===== src/hw/rtl/calu_pkg.sv =====
// calu_pkg: shared types and constants for the 8/16-bit alu with kept flags
// depends on nothing; used by calu_core, cpu_alu_with_flags and calu_checker
package calu_pkg;

  localparam int OP_W   = 5;
  localparam int DATA_W = 16;
  localparam int BYTE_W = 8;

  // operation codes as carried on in_op
  typedef enum logic [OP_W-1:0] {
    OP_ADD   = 5'd0,
    OP_ADC   = 5'd1,
    OP_SUB   = 5'd2,
    OP_SBC   = 5'd3,
    OP_AND   = 5'd4,
    OP_OR    = 5'd5,
    OP_XOR   = 5'd6,
    OP_CP    = 5'd7,
    OP_INC   = 5'd8,
    OP_DEC   = 5'd9,
    OP_SWAP  = 5'd10,
    OP_CPL   = 5'd11,
    OP_CCF   = 5'd12,
    OP_SCF   = 5'd13,
    OP_RLC   = 5'd14,
    OP_RL    = 5'd15,
    OP_RRC   = 5'd16,
    OP_RR    = 5'd17,
    OP_SLA   = 5'd18,
    OP_SRA   = 5'd19,
    OP_SRL   = 5'd20,
    OP_RLCA  = 5'd21,
    OP_RLA   = 5'd22,
    OP_RRCA  = 5'd23,
    OP_RRA   = 5'd24,
    OP_ADD16 = 5'd25,
    OP_ADDSP = 5'd26,
    OP_INC16 = 5'd27,
    OP_DEC16 = 5'd28
  } op_t;

  // kept flag register, z in the top bit
  typedef struct packed {
    logic z;
    logic n;
    logic h;
    logic c;
  } flags_t;

endpackage


===== src/hw/rtl/cpu_alu_with_flags.sv =====
// cpu_alu_with_flags: top level, input register, alu datapath and result/flag register
// depends on calu_pkg and calu_core
//
// An 8-bit cpu alu with a kept z/n/h/c flag register and a few 16-bit adds.
// Each request on the in_ channel carries an operation code and two operands;
// each one gives exactly one request on the out_ channel with the result and
// the new flags, in order. The block takes one request per cycle, sustained
// while the output is drained: a request is captured in the input register,
// passes the single-pass alu datapath and lands in the output register, which
// drives out_valid and the result; a full output register held by a low
// out_ready keeps the request waiting in the input register.
// The flag register is the output register's flag field itself; it is written
// at the same edge as each result and fed straight back into the datapath, so
// the request behind picks up the flags of the one ahead with no gap. While a
// result waits on out_ready the input register still takes one more request;
// in_ready drops only when both stages are full. Reset clears the flags.
module cpu_alu_with_flags (
  input  logic                          clk,
  input  logic                          rst_n,
  input  logic                          in_valid,
  output logic                          in_ready,
  input  logic [calu_pkg::OP_W-1:0]     in_op,
  input  logic [calu_pkg::DATA_W-1:0]   in_operand_a,
  input  logic [calu_pkg::DATA_W-1:0]   in_operand_b,
  output logic                          out_valid,
  input  logic                          out_ready,
  output logic [calu_pkg::DATA_W-1:0]   out_result,
  output logic                          out_zero_flag,
  output logic                          out_subtract_flag,
  output logic                          out_half_carry_flag,
  output logic                          out_carry_flag
);
  import calu_pkg::*;

  // input register stage
  logic              s1_valid_r;
  logic [OP_W-1:0]   s1_op_r;
  logic [DATA_W-1:0] s1_a_r;
  logic [DATA_W-1:0] s1_b_r;

  // output register stage; flags_r is also the kept flag state
  logic              out_valid_r;
  logic [DATA_W-1:0] out_result_r;
  flags_t            flags_r;

  logic              in_take;
  logic              s1_move;
  logic [DATA_W-1:0] alu_result;
  flags_t            flags_nxt;

  // stage one moves on when the output register is empty or being drained
  assign s1_move  = s1_valid_r & (~out_valid_r | out_ready);
  assign in_ready = ~s1_valid_r | s1_move;
  assign in_take  = in_valid & in_ready;

  calu_core u_core (
    .op        (op_t'(s1_op_r)),
    .operand_a (s1_a_r),
    .operand_b (s1_b_r),
    .flags_in  (flags_r),
    .result    (alu_result),
    .flags_out (flags_nxt)
  );

  // control state
  always_ff @(posedge clk) begin
    if (!rst_n) begin
      s1_valid_r  <= 1'b0;
      out_valid_r <= 1'b0;
      flags_r     <= '0;
    end else begin
      if (in_take) begin
        s1_valid_r <= 1'b1;
      end else if (s1_move) begin
        s1_valid_r <= 1'b0;
      end
      if (s1_move) begin
        out_valid_r <= 1'b1;
        flags_r     <= flags_nxt;
      end else if (out_ready) begin
        out_valid_r <= 1'b0;
      end
    end
  end

  // payload registers, no reset needed
  always_ff @(posedge clk) begin
    if (in_take) begin
      s1_op_r <= in_op;
      s1_a_r  <= in_operand_a;
      s1_b_r  <= in_operand_b;
    end
    if (s1_move) begin
      out_result_r <= alu_result;
    end
  end

  assign out_valid           = out_valid_r;
  assign out_result          = out_result_r;
  assign out_zero_flag       = flags_r.z;
  assign out_subtract_flag   = flags_r.n;
  assign out_half_carry_flag = flags_r.h;
  assign out_carry_flag      = flags_r.c;

endmodule


===== src/hw/rtl/calu_core.sv =====
// calu_core: combinational datapath, one operation on two operands plus the kept flags
// depends on calu_pkg
module calu_core (
  input  calu_pkg::op_t                   op,
  input  logic [calu_pkg::DATA_W-1:0]     operand_a,
  input  logic [calu_pkg::DATA_W-1:0]     operand_b,
  input  calu_pkg::flags_t                flags_in,
  output logic [calu_pkg::DATA_W-1:0]     result,
  output calu_pkg::flags_t                flags_out
);
  import calu_pkg::*;

  logic [BYTE_W-1:0] a8;
  logic [BYTE_W-1:0] b8;
  logic              add_ci;
  logic              sub_ci;
  logic [BYTE_W:0]   add9;
  logic [4:0]        add_lo;
  logic [BYTE_W:0]   sub9;
  logic [4:0]        sub_lo;
  logic [BYTE_W-1:0] inc8;
  logic [BYTE_W-1:0] dec8;
  logic [DATA_W:0]   add17;
  logic [12:0]       add_lo12;
  logic [DATA_W-1:0] sp16;
  logic [4:0]        sp_lo;
  logic [BYTE_W:0]   sp9;
  logic [BYTE_W-1:0] rot8;
  logic              rot_c;

  assign a8 = operand_a[BYTE_W-1:0];
  assign b8 = operand_b[BYTE_W-1:0];

  assign add_ci = (op == OP_ADC) & flags_in.c;
  assign sub_ci = (op == OP_SBC) & flags_in.c;

  assign add9   = {1'b0, a8} + {1'b0, b8} + {{BYTE_W{1'b0}}, add_ci};
  assign add_lo = {1'b0, a8[3:0]} + {1'b0, b8[3:0]} + {4'b0, add_ci};
  // borrow shows as the top bit of the widened difference
  assign sub9   = {1'b0, a8} - {1'b0, b8} - {{BYTE_W{1'b0}}, sub_ci};
  assign sub_lo = {1'b0, a8[3:0]} - {1'b0, b8[3:0]} - {4'b0, sub_ci};

  assign inc8 = a8 + 8'd1;
  assign dec8 = a8 - 8'd1;

  assign add17    = {1'b0, operand_a} + {1'b0, operand_b};
  assign add_lo12 = {1'b0, operand_a[11:0]} + {1'b0, operand_b[11:0]};

  // signed byte offset; flags from the unsigned low-byte add
  assign sp16  = operand_a + {{(DATA_W-BYTE_W){b8[BYTE_W-1]}}, b8};
  assign sp_lo = {1'b0, operand_a[3:0]} + {1'b0, b8[3:0]};
  assign sp9   = {1'b0, operand_a[BYTE_W-1:0]} + {1'b0, b8};

  // shared rotate / shift unit for cb-prefixed and accumulator forms
  always_comb begin
    rot8  = a8;
    rot_c = 1'b0;
    unique case (op)
      OP_RLC, OP_RLCA: begin
        rot8  = {a8[6:0], a8[7]};
        rot_c = a8[7];
      end
      OP_RL, OP_RLA: begin
        rot8  = {a8[6:0], flags_in.c};
        rot_c = a8[7];
      end
      OP_RRC, OP_RRCA: begin
        rot8  = {a8[0], a8[7:1]};
        rot_c = a8[0];
      end
      OP_RR, OP_RRA: begin
        rot8  = {flags_in.c, a8[7:1]};
        rot_c = a8[0];
      end
      OP_SLA: begin
        rot8  = {a8[6:0], 1'b0};
        rot_c = a8[7];
      end
      OP_SRA: begin
        rot8  = {a8[7], a8[7:1]};
        rot_c = a8[0];
      end
      OP_SRL: begin
        rot8  = {1'b0, a8[7:1]};
        rot_c = a8[0];
      end
      default: begin
        rot8  = a8;
        rot_c = 1'b0;
      end
    endcase
  end

  always_comb begin
    result    = operand_a;
    flags_out = flags_in;
    unique case (op)
      OP_ADD, OP_ADC: begin
        result    = {8'h00, add9[BYTE_W-1:0]};
        flags_out = '{z: (add9[BYTE_W-1:0] == '0), n: 1'b0, h: add_lo[4], c: add9[BYTE_W]};
      end
      OP_SUB, OP_SBC: begin
        result    = {8'h00, sub9[BYTE_W-1:0]};
        flags_out = '{z: (sub9[BYTE_W-1:0] == '0), n: 1'b1, h: sub_lo[4], c: sub9[BYTE_W]};
      end
      OP_CP: begin
        result    = {8'h00, a8};
        flags_out = '{z: (sub9[BYTE_W-1:0] == '0), n: 1'b1, h: sub_lo[4], c: sub9[BYTE_W]};
      end
      OP_AND: begin
        result    = {8'h00, a8 & b8};
        flags_out = '{z: ((a8 & b8) == '0), n: 1'b0, h: 1'b1, c: 1'b0};
      end
      OP_OR: begin
        result    = {8'h00, a8 | b8};
        flags_out = '{z: ((a8 | b8) == '0), n: 1'b0, h: 1'b0, c: 1'b0};
      end
      OP_XOR: begin
        result    = {8'h00, a8 ^ b8};
        flags_out = '{z: ((a8 ^ b8) == '0), n: 1'b0, h: 1'b0, c: 1'b0};
      end
      OP_INC: begin
        result    = {8'h00, inc8};
        flags_out = '{z: (inc8 == '0), n: 1'b0, h: (a8[3:0] == 4'hF), c: flags_in.c};
      end
      OP_DEC: begin
        result    = {8'h00, dec8};
        flags_out = '{z: (dec8 == '0), n: 1'b1, h: (a8[3:0] == 4'h0), c: flags_in.c};
      end
      OP_SWAP: begin
        result    = {8'h00, a8[3:0], a8[7:4]};
        flags_out = '{z: (a8 == '0), n: 1'b0, h: 1'b0, c: 1'b0};
      end
      OP_CPL: begin
        result    = {8'h00, ~a8};
        flags_out = '{z: flags_in.z, n: 1'b1, h: 1'b1, c: flags_in.c};
      end
      OP_CCF: begin
        result    = {8'h00, a8};
        flags_out = '{z: flags_in.z, n: 1'b0, h: 1'b0, c: ~flags_in.c};
      end
      OP_SCF: begin
        result    = {8'h00, a8};
        flags_out = '{z: flags_in.z, n: 1'b0, h: 1'b0, c: 1'b1};
      end
      OP_RLC, OP_RL, OP_RRC, OP_RR, OP_SLA, OP_SRA, OP_SRL: begin
        result    = {8'h00, rot8};
        flags_out = '{z: (rot8 == '0), n: 1'b0, h: 1'b0, c: rot_c};
      end
      OP_RLCA, OP_RLA, OP_RRCA, OP_RRA: begin
        // accumulator forms always clear z
        result    = {8'h00, rot8};
        flags_out = '{z: 1'b0, n: 1'b0, h: 1'b0, c: rot_c};
      end
      OP_ADD16: begin
        result    = add17[DATA_W-1:0];
        flags_out = '{z: flags_in.z, n: 1'b0, h: add_lo12[12], c: add17[DATA_W]};
      end
      OP_ADDSP: begin
        result    = sp16;
        flags_out = '{z: 1'b0, n: 1'b0, h: sp_lo[4], c: sp9[BYTE_W]};
      end
      OP_INC16: begin
        result    = operand_a + 16'd1;
      end
      OP_DEC16: begin
        result    = operand_a - 16'd1;
      end
      default: begin
        // unused codes pass operand_a, flags held
        result    = operand_a;
        flags_out = flags_in;
      end
    endcase
  end

endmodule


===== config.mk =====
export PLATFORM = sky130hd
export DESIGN_NAME = cpu_alu_with_flags
export DESIGN_NICKNAME = d
export VERILOG_FILES = /design/src/hw/rtl/calu_pkg.sv /design/src/hw/rtl/cpu_alu_with_flags.sv /design/src/hw/rtl/calu_core.sv
export SDC_FILE = /design/constraint.sdc
export NUM_CORES = 1
export LEC_CHECK = 0
export BUFFER_PORTS_ARGS = -buffer_cell sky130_fd_sc_hd__buf_2
export CORE_UTILIZATION = 50
export CTS_CLUSTER_SIZE = 16
export DETAILED_ROUTE_END_ITERATION = 6
export HOLD_SLACK_MARGIN = 0.03
export PLACE_DENSITY = 0.69
export REMOVE_ABC_BUFFERS = 1
export SLEW_MARGIN = 20
export SYNTH_ARGS = -nofsm -noshare
export SYNTH_HDL_FRONTEND = slang
export SYNTH_HIERARCHICAL = 1
export SYNTH_SLANG_ARGS = --single-unit

===== constraint.sdc =====
create_clock -name clk -period 3.6 [get_ports clk]
set_input_delay 0.36 -clock clk [delete_from_list [all_inputs] [get_ports clk]]
set_output_delay 0.36 -clock clk [all_outputs]
set_load 0.005 [all_outputs]

==> flow_metrics.tcl <==
set metrics [dict create \
    status "finished with violations" \
    violations "design-rule violations" \
    synth.ff_latch_count 59 \
    instances_no_fill 976 \
    die_h_um 113.0 \
    fin_crit_ns 3.473 \
    tightest_slew_ns 0.9323 \
    routed_wl_mm 22.44 \
    start_kind "register" \
    dp_cells 957 \
    place_worst_setup_slack_ns 0.07489 \
    htree_levels 3 \
    grt_max_degree 38 \
    vias 6515 \
    synth_area_mm2 0.006165 \
    wl_per_cell_um 22.99 \
    rsz0062_at_grt "yes" \
    async_flop_share_pct 0 \
    core_mm2 0.01201 \
    end_kind "register" \
    yosysWarningCount 6 \
    finalSetupViolations 0 \
    synth_edf_count 53 \
    synth.most_common_cell "nand2_1" \
    fp-row-count 40 \
    initial_core_util_pct 51.32 \
    synthCells 724 \
    hpwl_mm 17.20 \
    first_pass_iters 7 \
    slew_violations 0 \
    totalPowerFinal_mw 2.571 \
    cts_buffers 9 \
    port_buffers 62 \
    skew_ns 0.006565 \
    vias_per_cell 6.675 \
    fmax_mhz 288.0 \
    slew_headroom_pct 37.37 \
    finalCritPeriodShare_pct 96.47 \
    dpl-instance-area_mm2 0.006933 \
    drt_drc_violations_left 2 \
    ctsRootBufferMaster "clkbuf_16" \
    antenna_found_initial 1 \
    p_per_area_mw_per_mm2 353.2 \
    track_usage_pct 35.83 \
    cts.sinks 59 \
    cts_buffer_depth 2 \
    die_w_um 113.0 \
    netlist.area_leader.share_pct 25.82 \
    hp-class "in -> reg" \
    clk_pin_slew_ns 0.05 \
    grt_pass1_wl_mm 34.48 \
    ios 63 \
    drive_above_1_share_pct 20.05 \
    drt_iter0_drc 967 \
    syn2layout_area_growth_pct 18.08 \
    endpoint "out_result[15]$_DFFE_PP_" \
    r2r_end "out_result[15]$_DFFE_PP_" \
    ys_types 73 \
    yosys_most_used_dff "edfxtp_1" \
    routabilityCongestion 1.035 \
    critPathMaxFanout 4 \
    worstSetupStartpoint "s1_b_r[1]$_DFFE_PP_" \
    worstPathArrival_ns 3.56 \
    crit_required_ns 3.69 \
    syn_area_per_cell_um2 8.515 \
    grt_busiest_layer "met2" \
    post_cts_hold_buffer_count 0 \
    reg2reg_slack_ns 0.13 \
    cts_tree "built" \
    insertion_delay_ns 0.34 \
    grt-ovfl-total 0 \
    synth_commonest_cells "nand2_1, ha_1, o21ai_0, edfxtp_1, nor2_1" \
    synth_largest_area_cell "edfxtp_1" \
    grt_pass1_vias 6186 \
    met3_usage_pct 8.141 \
    ir_drop_uv 337.9 \
    die-area_mm2 0.01278 \
    reg2reg_from "s1_b_r[1]$_DFFE_PP_" \
    leakagePower_nw 2.941 \
    cap_violations 0 \
    fin_nets 930 \
    met2_usage_pct 55.95 \
    critPathKind "reg -> reg" \
    holdWs_ns 0.1933 \
    final_area_mm2 0.007279 \
    synth_area_leaders "edfxtp_1, ha_1, xnor2_1" \
    ant_nets 0 \
    met1_usage_pct 46.83 \
    seq_area_frac_synth_pct 27.77 \
    setup_slack_ns 0.1272 \
    worst-r2r-cell-count 14 \
    hold_viol 0 \
]
[what timing repair did]
| item | in CTS | in global routing |
|---|---|---|
| setup endpoints to repair | 0 | 10 |
| hold endpoints to repair | 0 | 0 |
| setup buffers | 0 | 3 |
| resized for setup | 0 | 13 |
[cell families (layout without fill, tap and decap cells)]
logic type                 count (synthesis)  after routing  synth area share (%)
other                                      0              1                     0
and+or+nand+nor                          251            251                 20.20
adders and majority gates                 65             65                 13.68
xor gates and xnor gates                  52             52                 7.388
DFF                                       59             59                 27.77
buffers and inverters                     70            174                 4.912
muxes                                     10             10                 1.888
AOI/OAI and AO/OA                        217            217                 24.17
[cells in the final DEF (no fill, tap or decap), types with 4 or more instances in the layout]
master,synthesis,routed
nand2_1,69,69
buf_2,13,62
buf_4,0,62
ha_1,61,59
edfxtp_1,53,53
o21ai_0,55,53
nor2_1,53,51
xnor2_1,37,37
a21oi_1,33,33
inv_1,33,33
nor3_1,22,22
nand3_1,21,20
xor2_1,15,15
a221oi_1,15,15
o21a_1,13,13
and3_1,12,12
nand4_1,11,11
o22ai_1,11,11
a31oi_1,12,11
nor2b_1,10,10
nor4_1,10,10
a21o_1,10,10
or3_1,10,10
clkbuf_16,0,9
a211oi_1,9,8
mux2i_1,6,6
dfxtp_1,6,6
nand2b_1,6,6
a22oi_1,6,6
nor3b_1,5,5
or2_2,5,5
a32oi_1,5,5
and2_1,5,4
o211ai_1,4,4
a221o_1,4,4
o221ai_1,5,4
o2111ai_1,4,4
fa_1,4,4
[state kept, by name, summed over array words and instances (netlist names)]
register             count
out_result              16
s1_a_r                  16
s1_b_r                  16
s1_op_r                  5
out_carry_flag           1
out_half_carry_flag      1
out_subtract_flag        1
out_valid                1
out_zero_flag            1
s1_valid_r               1
[critical path, cell delays in order (launching register included)]
cell	delay [ns]
edfxtp_1	0.38
inv_1	0.17
ha_2	0.27
nand3_1	0.11
xnor2_1	0.22
o21ai_0	0.12
ha_1	0.22
or3_1	0.41
o221ai_2	0.20
a31oi_2	0.08
o211ai_1	0.24
a31oi_1	0.13
xor2_1	0.26
o21ai_1	0.10
a221o_1	0.31
[per-stage QoR]
step	setup TNS, ns	util, %
4_1_cts	0	60.01
6_report	0	60.60
5_1_grt	-0.2679	60.60
3_5_place_dp	0	57.72
3_3_place_gp	0	57.72
2_1_floorplan	-0.6365	-
[per-layer routing]
layer | wire length, um | vias up
met4 | 1077 | 0
li1 | - | 2935
met3 | 2563 | 95
met5 | 0 | -
met1 | 8845 | 3066
met2 | 9951 | 419
[final cells by class]
cell class | count | area [um2]
Tap cell | 147 | 183.9
Antenna cell | 1 | 2.502
Clock inverter | 4 | 42.54
Sequential cell | 59 | 1712
Multi-Input combinational cell | 595 | 4198
Timing Repair Buffer | 124 | 775.7
Inverter | 35 | 132.6
Clock buffer | 11 | 232.7
Fill cell | 1097 | 4732
[worst min path at each step]
| stage | from | end | slack (ns) | cells past startpoint |
|---|---|---|---|---|
| CTS | in_operand_a[5] | s1_a_r[5]$_DFFE_PP_ | 0.18 | 1 |
| global route | in_operand_a[5] | s1_a_r[5]$_DFFE_PP_ | 0.19 | 1 |
| global placement | out_half_carry_flag$_SDFFE_PN0P_ | out_half_carry_flag$_SDFFE_PN0P_ | 0.45 | 2 |
| finish | in_operand_a[12] | s1_a_r[12]$_DFFE_PP_ | 0.19 | 1 |
| floorplan | in_operand_a[0] | s1_a_r[0]$_DFFE_PP_ | 0.46 | 0 |
| detailed placement | out_half_carry_flag$_SDFFE_PN0P_ | out_half_carry_flag$_SDFFE_PN0P_ | 0.47 | 2 |
[report_power, final]
part	leakage, nW	switching [mW]	total [mW]	internal (mW)
clock	0.134	0.302	0.827	0.525
sequential	0.560	0.0274	0.827	0.799
combinational	2.25	0.551	0.917	0.366
total	2.94	0.880	2.57	1.69
Power figures use the tool's default switching activity.
